[src/fts_pkg.sv]
`timescale 1ns / 1ps
// ----------------------------------------------------------------------------
// fts_pkg
// Shared constants and codes for the telemetry float frame sender.
// ----------------------------------------------------------------------------
package fts_pkg;

    localparam int MAX_CHANNELS = 7;
    localparam int BURST_BYTES  = 16;

    // frame tail 00 00 80 7f, sent low byte first
    localparam logic [31:0] TAIL_WORD = {8'h7F, 8'h80, 8'h00, 8'h00};

    typedef enum logic [1:0] {
        CMD_WRITE      = 2'd0,
        CMD_TICK       = 2'd1,
        CMD_FIFO_EMPTY = 2'd2,
        CMD_YIELD      = 2'd3
    } cmd_t;

    typedef enum logic [3:0] {
        STAT_NONE      = 4'd0,
        STAT_STARTED   = 4'd1,
        STAT_DROPPED   = 4'd2,
        STAT_CONTINUED = 4'd3,
        STAT_DONE      = 4'd4,
        STAT_YIELD_OK  = 4'd5,
        STAT_YIELD_BSY = 4'd6,
        STAT_WRITTEN   = 4'd7,
        STAT_PAUSED    = 4'd8
    } status_t;

    localparam logic [1:0] REG_ENABLE   = 2'd0;
    localparam logic [1:0] REG_PERIOD   = 2'd1;
    localparam logic [1:0] REG_CHANNELS = 2'd2;

    localparam logic        ENABLE_RST   = 1'b1;
    localparam logic [15:0] PERIOD_RST   = 16'd1;
    localparam logic [2:0]  CHANNELS_RST = 3'd7;

endpackage

[src/fts_chan_store.sv]
`timescale 1ns / 1ps
// ----------------------------------------------------------------------------
// fts_chan_store
// Channel word memory, one write and one registered read port; entries not
// yet written read as zero.
// ----------------------------------------------------------------------------
module fts_chan_store #(
    parameter int  MAX_CHANNELS = fts_pkg::MAX_CHANNELS,
    localparam int ADDR_W       = (MAX_CHANNELS > 1) ? $clog2(MAX_CHANNELS) : 1
) (
    input  logic              clk,
    input  logic              rst_n,
    input  logic              wr_en,
    input  logic [ADDR_W-1:0] wr_addr,
    input  logic [31:0]       wr_data,
    input  logic              rd_en,
    input  logic [ADDR_W-1:0] rd_addr,
    output logic [31:0]       rd_data
);

    logic [31:0]             mem_reg [MAX_CHANNELS];
    logic [MAX_CHANNELS-1:0] valid_reg;
    logic [31:0]             rd_word_reg;
    logic                    rd_valid_reg;

    always_ff @(posedge clk)
    begin
        if (wr_en)
        begin
            mem_reg[wr_addr] <= wr_data;
        end
        if (rd_en)
        begin
            rd_word_reg <= mem_reg[rd_addr];
        end
    end

    always_ff @(posedge clk or negedge rst_n)
    begin
        if (!rst_n)
        begin
            valid_reg    <= '0;
            rd_valid_reg <= 1'b0;
        end
        else
        begin
            if (wr_en)
            begin
                valid_reg[wr_addr] <= 1'b1;
            end
            if (rd_en)
            begin
                rd_valid_reg <= valid_reg[rd_addr];
            end
        end
    end

    assign rd_data = rd_valid_reg ? rd_word_reg : 32'd0;

endmodule

[src/fts_frame_buf.sv]
`timescale 1ns / 1ps
// ----------------------------------------------------------------------------
// fts_frame_buf
// Frame snapshot memory, one channel word per entry, registered read.
// ----------------------------------------------------------------------------
module fts_frame_buf #(
    parameter int  MAX_CHANNELS = fts_pkg::MAX_CHANNELS,
    localparam int ADDR_W       = (MAX_CHANNELS > 1) ? $clog2(MAX_CHANNELS) : 1
) (
    input  logic              clk,
    input  logic              wr_en,
    input  logic [ADDR_W-1:0] wr_addr,
    input  logic [31:0]       wr_data,
    input  logic              rd_en,
    input  logic [ADDR_W-1:0] rd_addr,
    output logic [31:0]       rd_data
);

    logic [31:0] mem_reg [MAX_CHANNELS];
    logic [31:0] rd_word_reg;

    always_ff @(posedge clk)
    begin
        if (wr_en)
        begin
            mem_reg[wr_addr] <= wr_data;
        end
        if (rd_en)
        begin
            rd_word_reg <= mem_reg[rd_addr];
        end
    end

    assign rd_data = rd_word_reg;

endmodule

[src/float_telemetry_frame_sender.sv]
`timescale 1ns / 1ps
// ----------------------------------------------------------------------------
// float_telemetry_frame_sender
// Keeps channel words, divides ticks and sends float frames in bursts.
//
//   channel  direction  beat content
//   s_axis   in         command, channel slot write
//   m_axis   out        frame byte or status, counters
//   cfg      in         enable, period_ticks, channel_count
//
// one command at a time; a single-result command is answered without leaving idle
// a frame start copies the channel words; a tail-only frame skips the copy
// bursts then leave one byte per cycle while the output is not stalled,
// bounded by the frame buffer read port
// reset clears all control state and channel words; no clearing pass
// a stalled output holds the byte and the buffer read in flight
// ----------------------------------------------------------------------------
module float_telemetry_frame_sender #(
    parameter int MAX_CHANNELS = fts_pkg::MAX_CHANNELS,
    parameter int BURST_BYTES  = fts_pkg::BURST_BYTES
) (
    input  logic        clk,
    input  logic        rst_n,
    input  logic        s_axis_tvalid,
    output logic        s_axis_tready,
    input  logic [39:0] s_axis_tdata,   // channel_index, channel_value
    input  logic [1:0]  s_axis_tuser,   // command
    output logic        m_axis_tvalid,
    input  logic        m_axis_tready,
    output logic [79:0] m_axis_tdata,   // tx_byte, busy_res, sent_count, drop_count
    output logic [4:0]  m_axis_tuser,   // has_byte, status
    output logic        m_axis_tlast,
    input  logic        cfg_en,
    input  logic [1:0]  cfg_addr,
    input  logic [15:0] cfg_data
);

    localparam int CH_AW = (MAX_CHANNELS > 1) ? $clog2(MAX_CHANNELS) : 1;
    localparam int CNT_W = $clog2(MAX_CHANNELS + 1);
    localparam int POS_W = $clog2(4 * MAX_CHANNELS + 5);
    localparam int WI_W  = POS_W - 2;
    localparam int BN_W  = $clog2(BURST_BYTES + 1);

    typedef enum logic [1:0] {
        ST_IDLE,
        ST_COPY,
        ST_EMIT
    } state_t;

    state_t          state_reg, state_next;
    logic            enable_reg, enable_next;
    logic [15:0]     period_reg, period_next;
    logic [2:0]      chans_reg, chans_next;
    logic            busy_reg, busy_next;
    logic            pause_reg, pause_next;
    logic [15:0]     div_reg, div_next;
    logic [31:0]     sent_reg, sent_next;
    logic [31:0]     drop_reg, drop_next;
    logic [CNT_W-1:0] cnt_reg, cnt_next;
    logic [POS_W-1:0] len_reg, len_next;
    logic [POS_W-1:0] pos_reg, pos_next;
    logic [BN_W-1:0] burst_reg, burst_next;
    fts_pkg::status_t emit_stat_reg, emit_stat_next;
    logic [CNT_W-1:0] copy_rd_reg, copy_rd_next;
    logic [CNT_W-1:0] copy_wr_reg, copy_wr_next;
    logic            copy_pend_reg, copy_pend_next;
    logic            rd_pend_reg, rd_pend_next;
    logic            rd_tail_reg, rd_tail_next;
    logic [1:0]      rd_lane_reg, rd_lane_next;
    logic            rd_last_reg, rd_last_next;
    logic            out_valid_reg, out_valid_next;
    logic            out_has_reg, out_has_next;
    logic [7:0]      out_byte_reg, out_byte_next;
    logic            out_last_reg, out_last_next;
    fts_pkg::status_t out_stat_reg, out_stat_next;
    logic            out_busy_reg, out_busy_next;
    logic [31:0]     out_sent_reg, out_sent_next;
    logic [31:0]     out_drop_reg, out_drop_next;

    fts_pkg::cmd_t   cmd;
    logic [2:0]      in_idx;
    logic [31:0]     in_val;
    logic            accept;
    logic            out_free;
    logic [15:0]     div_inc;
    logic [CNT_W-1:0] cnt_clamp;
    logic [WI_W-1:0] word_idx;
    logic            is_tail;
    logic            more;
    logic            issue;
    logic            load_byte;
    logic            copy_issue;
    logic [31:0]     sel_word;
    logic            load_single;
    fts_pkg::status_t single_stat;

    logic             chan_wr_en;
    logic             chan_rd_en;
    logic [CH_AW-1:0] chan_rd_addr;
    logic [31:0]      chan_rd_data;
    logic             fb_wr_en;
    logic             fb_rd_en;
    logic [31:0]      fb_rd_data;

    assign cmd    = fts_pkg::cmd_t'(s_axis_tuser);
    assign in_idx = s_axis_tdata[2:0];
    assign in_val = s_axis_tdata[34:3];

    assign out_free      = !out_valid_reg || m_axis_tready;
    assign s_axis_tready = (state_reg == ST_IDLE) && out_free;
    assign accept        = s_axis_tvalid && s_axis_tready;

    assign div_inc   = div_reg + 16'd1;
    assign cnt_clamp = (32'(chans_reg) > MAX_CHANNELS) ? CNT_W'(MAX_CHANNELS)
                                                       : CNT_W'(chans_reg);
    assign word_idx  = pos_reg[POS_W-1:2];
    assign is_tail   = (word_idx == WI_W'(cnt_reg));
    assign more      = (pos_reg < len_reg) && (burst_reg < BN_W'(BURST_BYTES));
    assign load_byte = (state_reg == ST_EMIT) && rd_pend_reg && out_free;
    assign issue     = (state_reg == ST_EMIT) && more && (!rd_pend_reg || load_byte);
    assign copy_issue = (state_reg == ST_COPY) && (copy_rd_reg < cnt_reg);
    assign sel_word  = rd_tail_reg ? fts_pkg::TAIL_WORD : fb_rd_data;

    assign chan_wr_en   = accept && (cmd == fts_pkg::CMD_WRITE) && (32'(in_idx) < MAX_CHANNELS);
    assign chan_rd_en   = copy_issue;
    assign chan_rd_addr = CH_AW'(copy_rd_reg);
    assign fb_wr_en     = (state_reg == ST_COPY) && copy_pend_reg;
    assign fb_rd_en     = issue && !is_tail;

    fts_chan_store #(
        .MAX_CHANNELS (MAX_CHANNELS)
    ) u_chan_store (
        .clk     (clk),
        .rst_n   (rst_n),
        .wr_en   (chan_wr_en),
        .wr_addr (CH_AW'(in_idx)),
        .wr_data (in_val),
        .rd_en   (chan_rd_en),
        .rd_addr (chan_rd_addr),
        .rd_data (chan_rd_data)
    );

    fts_frame_buf #(
        .MAX_CHANNELS (MAX_CHANNELS)
    ) u_frame_buf (
        .clk     (clk),
        .wr_en   (fb_wr_en),
        .wr_addr (CH_AW'(copy_wr_reg)),
        .wr_data (chan_rd_data),
        .rd_en   (fb_rd_en),
        .rd_addr (CH_AW'(word_idx)),
        .rd_data (fb_rd_data)
    );

    always_comb
    begin
        state_next     = state_reg;
        enable_next    = enable_reg;
        period_next    = period_reg;
        chans_next     = chans_reg;
        busy_next      = busy_reg;
        pause_next     = pause_reg;
        div_next       = div_reg;
        sent_next      = sent_reg;
        drop_next      = drop_reg;
        cnt_next       = cnt_reg;
        len_next       = len_reg;
        pos_next       = pos_reg;
        burst_next     = burst_reg;
        emit_stat_next = emit_stat_reg;
        copy_rd_next   = copy_rd_reg;
        copy_wr_next   = copy_wr_reg;
        copy_pend_next = 1'b0;
        rd_pend_next   = rd_pend_reg;
        rd_tail_next   = rd_tail_reg;
        rd_lane_next   = rd_lane_reg;
        rd_last_next   = rd_last_reg;
        load_single    = 1'b0;
        single_stat    = fts_pkg::STAT_NONE;

        if (cfg_en)
        begin
            case (cfg_addr)
                fts_pkg::REG_ENABLE:   enable_next = cfg_data[0];
                fts_pkg::REG_PERIOD:   period_next = cfg_data;
                fts_pkg::REG_CHANNELS: chans_next  = cfg_data[2:0];
                default: ;
            endcase
        end

        case (state_reg)
            ST_IDLE:
            begin
                if (accept)
                begin
                    case (cmd)
                        fts_pkg::CMD_WRITE:
                        begin
                            load_single = 1'b1;
                            single_stat = chan_wr_en ? fts_pkg::STAT_WRITTEN
                                                     : fts_pkg::STAT_NONE;
                        end
                        fts_pkg::CMD_TICK:
                        begin
                            if (!enable_reg)
                            begin
                                div_next    = 16'd0;
                                load_single = 1'b1;
                            end
                            else if (pause_reg)
                            begin
                                pause_next  = 1'b0;
                                div_next    = 16'd0;
                                load_single = 1'b1;
                                single_stat = fts_pkg::STAT_PAUSED;
                            end
                            else if (div_inc < period_reg)
                            begin
                                div_next    = div_inc;
                                load_single = 1'b1;
                            end
                            else if (busy_reg)
                            begin
                                div_next    = 16'd0;
                                drop_next   = drop_reg + 32'd1;
                                load_single = 1'b1;
                                single_stat = fts_pkg::STAT_DROPPED;
                            end
                            else
                            begin
                                div_next       = 16'd0;
                                busy_next      = 1'b1;
                                cnt_next       = cnt_clamp;
                                len_next       = POS_W'({cnt_clamp, 2'b00}) + POS_W'(4);
                                pos_next       = '0;
                                burst_next     = '0;
                                copy_rd_next   = '0;
                                rd_pend_next   = 1'b0;
                                emit_stat_next = fts_pkg::STAT_STARTED;
                                state_next     = (cnt_clamp == '0) ? ST_EMIT : ST_COPY;
                            end
                        end
                        fts_pkg::CMD_FIFO_EMPTY:
                        begin
                            if (!busy_reg)
                            begin
                                load_single = 1'b1;
                            end
                            else if (pos_reg < len_reg)
                            begin
                                burst_next     = '0;
                                rd_pend_next   = 1'b0;
                                emit_stat_next = fts_pkg::STAT_CONTINUED;
                                state_next     = ST_EMIT;
                            end
                            else
                            begin
                                busy_next   = 1'b0;
                                sent_next   = sent_reg + 32'd1;
                                load_single = 1'b1;
                                single_stat = fts_pkg::STAT_DONE;
                            end
                        end
                        fts_pkg::CMD_YIELD:
                        begin
                            load_single = 1'b1;
                            if (busy_reg)
                            begin
                                single_stat = fts_pkg::STAT_YIELD_BSY;
                            end
                            else
                            begin
                                pause_next  = 1'b1;
                                single_stat = fts_pkg::STAT_YIELD_OK;
                            end
                        end
                        default: ;
                    endcase
                end
            end
            ST_COPY:
            begin
                // read slot k while slot k-1 lands in the frame buffer
                if (copy_issue)
                begin
                    copy_rd_next   = copy_rd_reg + CNT_W'(1);
                    copy_wr_next   = copy_rd_reg;
                    copy_pend_next = 1'b1;
                end
                else
                begin
                    state_next = ST_EMIT;
                end
            end
            ST_EMIT:
            begin
                if (issue)
                begin
                    pos_next     = pos_reg + POS_W'(1);
                    burst_next   = burst_reg + BN_W'(1);
                    rd_tail_next = is_tail;
                    rd_lane_next = pos_reg[1:0];
                    rd_last_next = (pos_reg + POS_W'(1) == len_reg)
                                || (burst_reg + BN_W'(1) == BN_W'(BURST_BYTES));
                end
                rd_pend_next = issue || (rd_pend_reg && !load_byte);
                if (load_byte && rd_last_reg)
                begin
                    state_next = ST_IDLE;
                end
            end
            default: state_next = ST_IDLE;
        endcase

        out_valid_next = out_valid_reg && !m_axis_tready;
        out_has_next   = out_has_reg;
        out_byte_next  = out_byte_reg;
        out_last_next  = out_last_reg;
        out_stat_next  = out_stat_reg;
        out_busy_next  = out_busy_reg;
        out_sent_next  = out_sent_reg;
        out_drop_next  = out_drop_reg;
        if (load_single || load_byte)
        begin
            out_valid_next = 1'b1;
            out_has_next   = load_byte;
            out_byte_next  = load_byte ? 8'(sel_word >> {rd_lane_reg, 3'b000}) : 8'd0;
            out_last_next  = load_single || rd_last_reg;
            out_stat_next  = load_byte ? emit_stat_reg : single_stat;
            out_busy_next  = busy_next;
            out_sent_next  = sent_next;
            out_drop_next  = drop_next;
        end
    end

    always_ff @(posedge clk or negedge rst_n)
    begin
        if (!rst_n)
        begin
            state_reg     <= ST_IDLE;
            enable_reg    <= fts_pkg::ENABLE_RST;
            period_reg    <= fts_pkg::PERIOD_RST;
            chans_reg     <= fts_pkg::CHANNELS_RST;
            busy_reg      <= 1'b0;
            pause_reg     <= 1'b0;
            div_reg       <= '0;
            sent_reg      <= '0;
            drop_reg      <= '0;
            cnt_reg       <= '0;
            len_reg       <= '0;
            pos_reg       <= '0;
            burst_reg     <= '0;
            emit_stat_reg <= fts_pkg::STAT_NONE;
            copy_rd_reg   <= '0;
            copy_wr_reg   <= '0;
            copy_pend_reg <= 1'b0;
            rd_pend_reg   <= 1'b0;
            rd_tail_reg   <= 1'b0;
            rd_lane_reg   <= '0;
            rd_last_reg   <= 1'b0;
            out_valid_reg <= 1'b0;
        end
        else
        begin
            state_reg     <= state_next;
            enable_reg    <= enable_next;
            period_reg    <= period_next;
            chans_reg     <= chans_next;
            busy_reg      <= busy_next;
            pause_reg     <= pause_next;
            div_reg       <= div_next;
            sent_reg      <= sent_next;
            drop_reg      <= drop_next;
            cnt_reg       <= cnt_next;
            len_reg       <= len_next;
            pos_reg       <= pos_next;
            burst_reg     <= burst_next;
            emit_stat_reg <= emit_stat_next;
            copy_rd_reg   <= copy_rd_next;
            copy_wr_reg   <= copy_wr_next;
            copy_pend_reg <= copy_pend_next;
            rd_pend_reg   <= rd_pend_next;
            rd_tail_reg   <= rd_tail_next;
            rd_lane_reg   <= rd_lane_next;
            rd_last_reg   <= rd_last_next;
            out_valid_reg <= out_valid_next;
        end
    end

    always_ff @(posedge clk)
    begin
        out_has_reg  <= out_has_next;
        out_byte_reg <= out_byte_next;
        out_last_reg <= out_last_next;
        out_stat_reg <= out_stat_next;
        out_busy_reg <= out_busy_next;
        out_sent_reg <= out_sent_next;
        out_drop_reg <= out_drop_next;
    end

    assign m_axis_tvalid = out_valid_reg;
    assign m_axis_tlast  = out_last_reg;
    assign m_axis_tuser  = {out_stat_reg, out_has_reg};
    assign m_axis_tdata  = {7'd0, out_drop_reg, out_sent_reg, out_busy_reg, out_byte_reg};

    a_pos_in_frame: assert property (@(posedge clk) disable iff (!rst_n)
        pos_reg <= len_reg)
        else $error("send position beyond frame length");

    a_burst_bound: assert property (@(posedge clk) disable iff (!rst_n)
        burst_reg <= BN_W'(BURST_BYTES))
        else $error("burst longer than allowed");

    a_done_counts: assert property (@(posedge clk) disable iff (!rst_n)
        $fell(busy_reg) |-> sent_reg == $past(sent_reg) + 32'd1)
        else $error("frame finished without counting it");

    a_byte_while_busy: assert property (@(posedge clk) disable iff (!rst_n)
        m_axis_tvalid && m_axis_tuser[0] |-> busy_reg)
        else $error("frame byte beat outside a frame");

endmodule

[config.mk]
export PLATFORM = sky130hd
export DESIGN_NAME = float_telemetry_frame_sender
export DESIGN_NICKNAME = d
export VERILOG_FILES = /design/src/fts_pkg.sv /design/src/fts_chan_store.sv /design/src/fts_frame_buf.sv /design/src/float_telemetry_frame_sender.sv
export SDC_FILE = /design/constraint.sdc
export NUM_CORES = 1
export LEC_CHECK = 0
export ABC_CLOCK_PERIOD_IN_PS = 6300
export BUFFER_PORTS_ARGS = -buffer_cell sky130_fd_sc_hd__buf_2
export CELL_PAD_IN_SITES_DETAIL_PLACEMENT = 1
export CELL_PAD_IN_SITES_GLOBAL_PLACEMENT = 1
export CORE_ASPECT_RATIO = 1.2
export CORE_MARGIN = 10
export CORE_UTILIZATION = 30
export CTS_CLUSTER_DIAMETER = 50
export DETAILED_ROUTE_END_ITERATION = 8
export GPL_TIMING_DRIVEN = 0
export PLACE_DENSITY_LB_ADDON = 0.1
export SLEW_MARGIN = 30
export SYNTH_ARGS = -nofsm -noshare
export SYNTH_HDL_FRONTEND = slang
export SYNTH_SLANG_ARGS = --single-unit
[constraint.sdc]
create_clock -name clk -period 6.3 [get_ports clk]
set_clock_uncertainty 0.2 [all_clocks]
set_input_delay 0.945 -clock clk [delete_from_list [all_inputs] [get_ports clk]]
set_output_delay 0.945 -clock clk [all_outputs]
set_load 0.1 [all_outputs]
==> results of run 1 <==
power by group through the flow:
stage	Sequential (mW)	Clock, mW	Combinational [mW]
after detailed placement	5.72	0	2.23
after global routing	5.64	6.14	2.38
after floorplan	6.02	0	1.23
after CTS	5.63	5.94	2.24
final	5.62	5.76	2.17
after global placement	5.72	0	2.16
layer usage:
| metal | vias to the layer above | routed length, um |
|---|---|---|
| met1 | 8349 | 31000 |
| met3 | 129 | 2500 |
| met5 | - | 76 |
| met2 | 224 | 39700 |
| li1 | 7535 | - |
| met4 | 10 | 1580 |
worst max-delay path, cell delays in order (launching register included):
cell       delay, ns
dfrtp_1         0.41
ha_1            0.27
and3_1          0.24
and3_1          0.16
clkbuf_1        0.29
and3_1          0.29
and3_1          0.24
xor2_1          0.18
ha_1            0.28
nand4_1         0.17
or4_1           0.16
a2bb2oi_2       0.57
a31oi_1         0.24
a221oi_1        0.44
or2_4           0.57
buf_12          0.31
cell families after synthesis:
logic type / Yosys count / synth area share, %
DFF: 736 / 72.1
other: 1 / 0.0126
AOI/OAI and AO/OA: 187 / 4.05
muxes: 240 / 11.3
adders and majority gates: 33 / 1.39
and+or+nand+nor: 409 / 6.84
xor gates and xnor gates: 86 / 2.54
buffers and inverters: 130 / 1.84
cell usage in the layout (no fill, tap or decap), types with 22 or more instances in the layout:
cell       count
buf_16        22
o21ai_0       81
xnor2_1       61
mux4_2        65
mux2_2       102
inv_1         44
mux2i_1       72
and2_1        34
clkbuf_1      66
dfrtp_1      140
buf_2        152
edfxtp_1     591
nand3_1       41
nor2_1        39
ha_1          33
xor2_1        25
a21oi_1       24
clkbuf_16     98
buf_4         32
nand4_1       28
nand2_1      151
how the worst max path moves through the flow:
stage / start / end / slack [ns] / cells past startpoint
final: div_reg[0] / out_byte_reg[1] / 0.88 / 15
after global routing: div_reg[0] / out_byte_reg[3] / 0.44 / 15
after CTS: div_reg[0] / out_byte_reg[1] / 0.78 / 15
after detailed placement: div_reg[0] / out_byte_reg[7] / 0.78 / 15
after global placement: m_axis_tready / u_chan_store.valid_reg[0] / -1.89 / 7
after floorplan: div_reg[0] / m_axis_tlast / 1.15 / 14
stage by stage:
| step | setup TNS, ns | utilization [%] |
|---|---|---|
| 2_1_floorplan | 0 | - |
| 6_report | 0 | 37.0 |
| 3_5_place_dp | 0 | 33.6 |
| 3_3_place_gp | -165.35 | 32.6 |
| 4_1_cts | 0 | 37.0 |
| 5_1_grt | 0 | 37.0 |
final cells by class:
type | instances | area share [%]
timing repair buffer | 188 | 4.23
antenna | 1 | 0.00688
inverter | 45 | 0.464
tap | 1280 | 4.40
sequential | 736 | 58.8
buffer | 85 | 1.06
clock buffer | 117 | 7.08
clock inverter | 63 | 2.27
multi-input combinational | 962 | 21.7
==> results.md, run 1 <==
* Status: finished clean
* Vias in the first global route at 18300
* Synth unique cells at 67
* Clock Power Share at 42.5%
* DRC violation count after routing at 0
* Post-synth top cells: edfxtp_1, nand2_1, dfrtp_1
* I/O Pins at 153
* Endpoint type of the worst setup path: flip-flop
* Register area at 21400 sq um
* Vias at 16200
* Global-route wire length before repair at 115000 um
* Post-placement cell count at 3295
* Worst-path clk slew at 0.06 ns
* Largest net degree at the start of global routing at 79
* Total gr overflow at 0
* Area occupied by multi-input gates at 7890 sq um
* Global Route Usage Sum at 13.5%
* Final Hold Fails at 0
* Hold WS at 0.0479 ns
* Resized Gates After CTS at 0
* Mapped cell area at 29700 sq um
* Syn Area/Cell at 16.3 sq um
* Synth Instances at 1822
* Worst-case reg-to-reg path depth at 15
* Router iterations before antenna repair at 5
* Int Pwr at 9.86 mW
* DRT Wirelength at 74800 um
* Clock Sinks at 736
* Final setup vio count at 0
* Pre-CTS WS at 0.783 ns
* Fmax at 185 MHz
* Final worst setup slack at 0.883 ns
* CTS H-tree lvls at 3
* # port buffers at 140
* Cell with the most instances after synthesis: edfxtp_1
* Reg2reg start: div_reg[0]
* TritonCTS clock tree: yes
* Req. time, crit path at 6.42 ns
* Met1 usage at 15.7%
* Reg2reg setup slack at 0.88 ns
* Final Slew Violations at 0
* Height of the die at 365 um
* Fraction of registers with async set/reset at 19.7%
* Total power at 13.6 mW
* Synth warn at 0
* Die width at 307 um
* Fill count at 9938
* CTS Buffer Depth at 3
* Combinational Power Share at 16.0%
* Via/cell ratio at 4.67
* Avg WL per Cell at 21.5 um
* Routing usage on met3 at 2.45%
* GR Util met2 at 24.9%
* Clock period minus worst slack at 5.42 ns
* Gpl congestion at 0.740
* Switching power at 3.69 mW
* Antenna violations before repair at 7
* Synth top area cells: edfxtp_1, dfrtp_1, mux4_2
* Later-pin clock latency in the skew report at 0.65 ns
* FF-to-FF End: out_byte_reg[1]
* Routed Antenna Nets at 0
* CP Launch Type: flip-flop
* Post-CTS Setup Inserts at 0
* Post-synth top flop: edfxtp_1
* Core Area at 98200 sq um
* TritonCTS Buffers at 96
* Post-synthesis sequential area ratio at 72.1%
* Row cnt at 126
* Area Overhead vs Synth at 22.6%
* Max-slew headroom at 40.3%
* RSZ-0062 raised after global routing: no
* Leakage power at 13.9 nW
* DRT iter0 DRCs at 672
* Max-cap violation count at 0
* PwrDens at 373 nW/um^2
* Die area at 112000 sq um
* Final Instance Count excl. Fillers at 3477
* Post-synth EDFFs at 591
* Root buf cell: clkbuf_16
* Share of cells above drive strength 1 at 26.3%
* Share of the synthesized area in the top cell type at 59.8%
* HP Class: input pin to asynchronous set/reset pin
* Crit Path Class: flip-flop to flip-flop
* Reg power frac at 41.5%
* Nets@finish at 2212
* Peak supply drop at 0.248 mV
* WP data arrival at 5.54 ns
* Top Usage Layer GRT: met2
* Critical-path maximum fanout at 42
* Initial Util at 30.2%
* Hold Buf Count CTS at 0
* Leading area contributor after synthesis: edfxtp_1
* Switching Fraction at 27.2%
* Final worst-path cycle share at 86.0%
* Worst slew pin tran at 0.896 ns
* Count of state elements after synthesis at 736
* Post-Place Cell Area at 33000 sq um
* Design Area, Final at 36400 sq um
* Dpl hpwl at 52800 um
Note: power is estimated with default switching activity, not from simulation.
==> run 2: changes to the inputs <==
--- a/config.mk
+++ b/config.mk
@@ -5,6 +5,7 @@
 export SDC_FILE = /design/constraint.sdc
 export NUM_CORES = 1
 export LEC_CHECK = 0
+export ABC_AREA = 1
 export ABC_CLOCK_PERIOD_IN_PS = 6300
 export BUFFER_PORTS_ARGS = -buffer_cell sky130_fd_sc_hd__buf_2
 export CELL_PAD_IN_SITES_DETAIL_PLACEMENT = 1
@@ -13,6 +14,7 @@
 export CORE_MARGIN = 10
 export CORE_UTILIZATION = 30
 export CTS_CLUSTER_DIAMETER = 50
+export CTS_CLUSTER_SIZE = 24
 export DETAILED_ROUTE_END_ITERATION = 8
 export GPL_TIMING_DRIVEN = 0
 export PLACE_DENSITY_LB_ADDON = 0.1
==> run 2 against run 1 <==
Compared with the run above:
- via count up 25%
- global-route usage up 2.1 points
- non-clock buffer count up 55
- first-iteration DRC count up 61%
- wire length up 20%
- synthesized cell count up 43%
- synthesized area up 2.6%
- combinational power down 90%
==> results.md, run 2 <==
* Status: finished clean
* DRT iter0 DRCs at 1080
* Clock period minus worst slack at 4.72 ns
* Critical path buffers and inverters at 6
* Final Instance Count excl. Fillers at 4335
* Critical Path Slowest Stage Cell: nand2_4
* Leakage power at 13.2 nW
* Critical-path maximum fanout at 53
* Post-placement cell count at 4181
* Antenna violations before repair at 10
* Row cnt at 127
* Worst slew pin tran at 0.919 ns
* Clock Sinks at 736
* Crit Path Class: flip-flop to flip-flop
* Die width at 311 um
* DRT Wirelength at 90100 um
* Gpl congestion at 0.797
* I/O Pins at 153
* Worst-path clk slew at 0.07 ns
* Fmax at 212 MHz
* Initial Util at 30.4%
* Final worst-path cycle share at 74.9%
* Most common cell after layout, fill and taps aside: edfxtp_1
* CP most frequent cell: nand2_1
* Post-synth EDFFs at 591
* Synth top area cells: edfxtp_1, dfrtp_1, nand2_1
* Avg WL per Cell at 20.8 um
* Die area at 115000 sq um
* Total gr overflow at 0
* RSZ-0062 raised after global routing: no
* Largest net degree at the start of global routing at 62
* Final Slew Violations at 0
* Final setup vio count at 0
* WL met1 at 39600 um
* TritonCTS Buffers at 81
* Final worst setup slack at 1.58 ns
* Height of the die at 369 um
* Global Route Usage Sum at 15.6%
* Pre-CTS WS at 1.51 ns
* Final Hold Fails at 0
* Router iterations before antenna repair at 5
* Peak supply drop at 0.164 mV
* Nets@finish at 3009
* Via/cell ratio at 4.70
* Fill count at 10900
* Post-synthesis sequential area ratio at 70.2%
* Worst-path cell chain: inv_1 -> nor4_1 -> nand2_1 -> nor2_1 -> inv_1 -> o21ai_0 -> inv_1 -> ha_1 -> nand2_1 -> nor3_1 -> nand2_1 -> nand2_1 -> buf_2 -> buf_2 -> nand4_1 -> o21ai_0 -> nand2_4 -> buf_16
* Max-cap violation count at 0
* CP Launch Type: flip-flop
* Largest stage delay on the critical path at 0.41 ns
* Synth warn at 0
* PwrDens at 284 nW/um^2
* DR top layer: met5
* # port buffers at 140
* Share of cells above drive strength 1 at 15.2%
* Endpoint type of the worst setup path: flip-flop
* Post-CTS Setup Inserts at 0
* Synth unique cells at 48
* Cell with the most instances after synthesis: edfxtp_1
* TritonCTS clock tree: yes
* Mapped cell area at 30400 sq um
* DRC violation count after routing at 0
* Vias in the first global route at 22400
* Global-route wire length before repair at 139000 um
* Max-slew headroom at 38.7%
* CTS Buffer Depth at 3
* Post-synth top flop: edfxtp_1
* Resized Gates After CTS at 0
* Syn Area/Cell at 11.7 sq um
* CTS H-tree lvls at 3
* Core Area at 100000 sq um
* Share of the synthesized area in the top cell type at 58.3%
* Req. time, crit path at 6.46 ns
* HP Class: flip-flop to flip-flop
* Dpl hpwl at 65300 um
* Commonest non-fill, non-tap cells in the layout: edfxtp_1, nand2_1, o21ai_0, nor2_1, inv_1
* Area Overhead vs Synth at 20.3%
* WP data arrival at 4.88 ns
* DR WL met3 at 3300 um
* Post-synth top cells: edfxtp_1, nand2_1, o21ai_0
* Routed Antenna Nets at 0
* Root buf cell: clkbuf_16
* Vias at 20400
* Fraction of registers with async set/reset at 19.7%
* Leading area contributor after synthesis: edfxtp_1
* Met2 wire length at 45200 um
* Synth Instances at 2610
* Largest delay share family, worst path: simple AND/OR/NAND/NOR gates
* Later-pin clock latency in the skew report at 0.65 ns
* Count of state elements after synthesis at 736
-- run 2: worst paths after layout --
check / cells past startpoint / slack, ns / to / startpoint
min reg2reg: 1 / 0.26 / drop_reg[31] / drop_reg[31]
min: 1 / 0.26 / drop_reg[31] / drop_reg[31]
max in group asynchronous: 4 / 4.36 / period_reg[0] / rst_n
min in group asynchronous: 2 / 0.55 / sent_reg[9] / rst_n
max: 18 / 1.58 / out_drop_reg[6] / div_reg[4]
max reg2reg: 18 / 1.58 / out_drop_reg[6] / div_reg[4]
-- run 2: repair_timing --
item	4_1_cts	5_1_grt
hold buffers	1	0
endpoints found under the hold margin	25	0
endpoints found under the setup margin	0	0
-- run 2: per-layer routing --
layer / up-vias / GRT usage [%]
li1: 9705 / -
met1: 10200 / 19.3
met2: 312 / 27.5
met3: 123 / 2.65
met4: 8 / 4.75
met5: - / 0
-- run 2: area by class of cell --
class,instances,area [sq um],share of cell area [%]
Sequential cell,736,21400,58.4
Timing Repair Buffer,212,1540,4.19
Inverter,219,822,2.25
Multi-Input combinational cell,1545,7870,21.5
Antenna cell,2,5.00,0.0137
Tap cell,1354,1690,4.63
Buffer,116,497,1.36
Clock buffer,88,2070,5.67
Clock inverter,63,723,1.98
-- run 2: per-stage QoR --
stage | utilization [%] | setup TNS, ns | cell area (sq um) | power [mW] | hold WS (ns)
2_1_floorplan | - | 0 | 30500 | 5.46 | 0.223
3_3_place_gp | 32.8 | -438.15 | 32900 | 5.55 | 0.241
3_5_place_dp | 33.7 | 0 | 33800 | 5.57 | 0.249
4_1_cts | 36.5 | 0 | 36600 | 10.5 | 0.261
5_1_grt | 36.5 | 0 | 36600 | 10.8 | 0.274
6_report | 36.5 | 0 | 36600 | 10.4 | 0.260
-- run 2: logic make-up (layout without fill, tap and decap cells) --
logic type / Yosys count / count (layout) / share of synthesized area, %
simple gates: 905 / 905 / 12.7
flops: 736 / 736 / 70.2
compound gates: 536 / 536 / 9.47
buf+inv: 335 / 698 / 4.33
xor+xnor: 63 / 63 / 1.81
fa+ha+maj: 33 / 33 / 1.36
other cells: 1 / 9 / 0.0123
mux: 1 / 1 / 0.0329
-- run 2: power by group --
part	switching (mW)	internal (mW)
Combinational	0.149	0.0618
Sequential	0.0121	5.23
Clock	2.25	2.68
==> run 3: changes to the inputs <==
--- a/config.mk
+++ b/config.mk
@@ -6,7 +6,7 @@
 export NUM_CORES = 1
 export LEC_CHECK = 0
 export ABC_AREA = 1
-export ABC_CLOCK_PERIOD_IN_PS = 6300
+export ABC_CLOCK_PERIOD_IN_PS = 4450
 export BUFFER_PORTS_ARGS = -buffer_cell sky130_fd_sc_hd__buf_2
 export CELL_PAD_IN_SITES_DETAIL_PLACEMENT = 1
 export CELL_PAD_IN_SITES_GLOBAL_PLACEMENT = 1
==> constraint.sdc (replaced) <==
create_clock -name clk -period 4.45 [get_ports clk]
set_clock_uncertainty 0.2 [all_clocks]
set_input_delay 0.6675 -clock clk [delete_from_list [all_inputs] [get_ports clk]]
set_output_delay 0.6675 -clock clk [all_outputs]
set_load 0.1 [all_outputs]
==> run 3 against run 2 <==
Compared with the run above:
- maximum frequency increased by 15%
- design area grew 1.2%
- cell count is 0.58% higher
- sequential power up 42%
- clock power up 55%
- critical path type unchanged
==> results.md, run 3 (synthesis results as in run 2) <==
* FF-to-FF End: out_sent_reg[14]
* Total power at 15.4 mW
* Nets@finish at 3027
* Die area at 115000 sq um
* Fmax at 243 MHz
* DRC violation count after routing at 0
* HP Class: input pin to flip-flop
* CP Launch Type: flip-flop
* Fill count at 10800
* Worst Hold Launch: cfg_data[10]
* Commonest non-fill, non-tap cells in the layout: edfxtp_1, nand2_1, o21ai_0, nor2_1, inv_1
* Dpl hpwl at 65300 um
* Hold Path Stages at 3
* Clock period minus worst slack at 4.11 ns
* Hold Crit Endpoint: period_reg[10]
* Root buf cell: clkbuf_16
* Req. time, crit path at 4.65 ns
* Clock Sinks at 736
* Leakage power at 13.4 nW
* Global-route wire length before repair at 140000 um
* Routed Antenna Nets at 0
* Max-cap violation count at 0
* Global Route Usage Sum at 15.8%
* Reg2reg start: div_reg[5]
* Vias in the first global route at 22600
* Endpoint type of the worst setup path: flip-flop
* Status: finished clean
* Design Area, Final at 37000 sq um
* Crit Path Class: flip-flop to flip-flop
* Largest stage delay on the critical path at 0.37 ns
* I/O Pins at 153
* WP data arrival at 4.31 ns
* Die width at 311 um
* Share of cells above drive strength 1 at 16.2%
* Final worst-path cycle share at 92.3%
* Critical-path maximum fanout at 14
* Total gr overflow at 0
* Gpl congestion at 0.797
* DRT iter0 DRCs at 999
* Peak supply drop at 0.288 mV
* Later-pin clock latency in the skew report at 0.66 ns
* RSZ-0062 raised after global routing: no
* Core Area at 100000 sq um
* Vias at 20700
* Critical Path Slowest Stage Cell: nor4_1
* # port buffers at 140
* Worst-case reg-to-reg path depth at 18
* Final Slew Violations at 0
* Initial Util at 30.4%
* Row cnt at 127
* Hold WS at 0.0677 ns
* Reg2reg setup slack at 0.34 ns
* Post-Place Cell Area at 33700 sq um
* Final setup vio count at 0
* Worst-path clk slew at 0.07 ns
* Final Hold Fails at 0
* Antenna violations before repair at 13
* Most common cell after layout, fill and taps aside: edfxtp_1
* Area Overhead vs Synth at 21.7%
* Largest net degree at the start of global routing at 76
* DRT Wirelength at 92100 um
* Height of the die at 369 um
* CTS H-tree lvls at 3
* Avg WL per Cell at 21.1 um
* PwrDens at 415 nW/um^2
* Max-slew headroom at 36.9%
* Setup TNS at 0 ns
* CTS Buffer Depth at 3
* Via/cell ratio at 4.74
* Router iterations before antenna repair at 5
* TritonCTS clock tree: yes
* TritonCTS Buffers at 89
* Worst slew pin tran at 0.946 ns
* Worst-path cell chain: inv_1 -> nor4_1 -> nand2_1 -> nor2_1 -> xor2_1 -> inv_1 -> ha_1 -> nand4_1 -> nor3_1 -> nand2_1 -> nand2_2 -> buf_4 -> buf_2 -> nand4_1 -> o21ai_4 -> buf_12 -> nand2_2 -> buf_4
[run 3: cell count changes in the layout (fill, tap and decap cells not counted), moves of 3 or more]
| cell | previous run | this run |
|---|---|---|
| clkbuf_16 | 82 | 90 |
| clkinv_2 | 8 | 3 |
| buf_4 | 34 | 40 |
| clkinv_8 | 14 | 11 |
| clkbuf_1 | 96 | 92 |
| nand2_2 | 7 | 10 |
| inv_6 | 9 | 21 |
| buf_16 | 16 | 13 |
[run 3: worst max-delay path, delay by kind of cell (launching register included)]
kind | cells | cell delay, ns
and+or+nand+nor | 9 | 1.56
AOI/OAI and AO/OA | 1 | 0.13
buffers and inverters | 6 | 1.08
xor gates and xnor gates | 1 | 0.22
adders and majority gates | 1 | 0.30
DFF | 1 | 0.36
[run 3: area by class of cell]
| class | count | area (sq um) | area share [%] |
|---|---|---|---|
| inverter | 219 | 822 | 2.22 |
| tap | 1354 | 1690 | 4.57 |
| sequential | 736 | 21400 | 57.7 |
| multi-input combinational | 1549 | 7960 | 21.5 |
| antenna | 1 | 2.50 | 0.00676 |
| buffer | 116 | 500 | 1.35 |
| clock inverter | 72 | 848 | 2.29 |
| timing repair buffer | 218 | 1530 | 4.14 |
| clock buffer | 95 | 2290 | 6.19 |
[run 3: layer usage]
metal / GRT usage, % / routed length, um / vias to the layer above
li1: - / - / 9753
met1: 19.1 / 39400 / 10400
met2: 28.4 / 46600 / 330
met3: 2.72 / 3680 / 160
met4: 4.92 / 2270 / 12
met5: 0 / 80 / -
[run 3: worst max path at each step]
stage | from | to | slack (ns)
2_1_floorplan | m_axis_tvalid | u_chan_store.mem_reg[0][0] | -0.84
4_1_cts | div_reg[4] | out_byte_reg[3] | 0.03
6_report | div_reg[5] | out_sent_reg[14] | 0.34
3_5_place_dp | div_reg[0] | out_drop_reg[5] | -0.49
5_1_grt | div_reg[4] | out_sent_reg[14] | 0.01
3_3_place_gp | m_axis_tready | u_chan_store.mem_reg[3][18] | -4.85
[run 3: where the power goes]
group	leakage, nW	switching [mW]	internal [mW]
clock network	1.52	3.38	4.25
registers	6.52	0.0177	7.41
logic	5.38	0.213	0.0877
[run 3: metrics by stage]
step	cells	worst slack [ns]	util, %
global placement	4110	-4.85	32.8
CTS	4356	0.0316	36.9
floorplan	2616	-0.835	-
finish	4360	0.341	36.9
detailed placement	4180	-0.493	33.6
global route	4360	0.0142	36.9
[run 3: timing repair]
| action | in CTS | in global routing |
|---|---|---|
| endpoints found under the hold margin | 70 | 0 |
| cloned | 4 | 0 |
| hold buffers | 1 | 0 |
| buffers inserted | 4 | 2 |
| pin swaps | 3 | 0 |
| resized for setup | 6 | 3 |
| setup endpoints to repair | 79 | 82 |
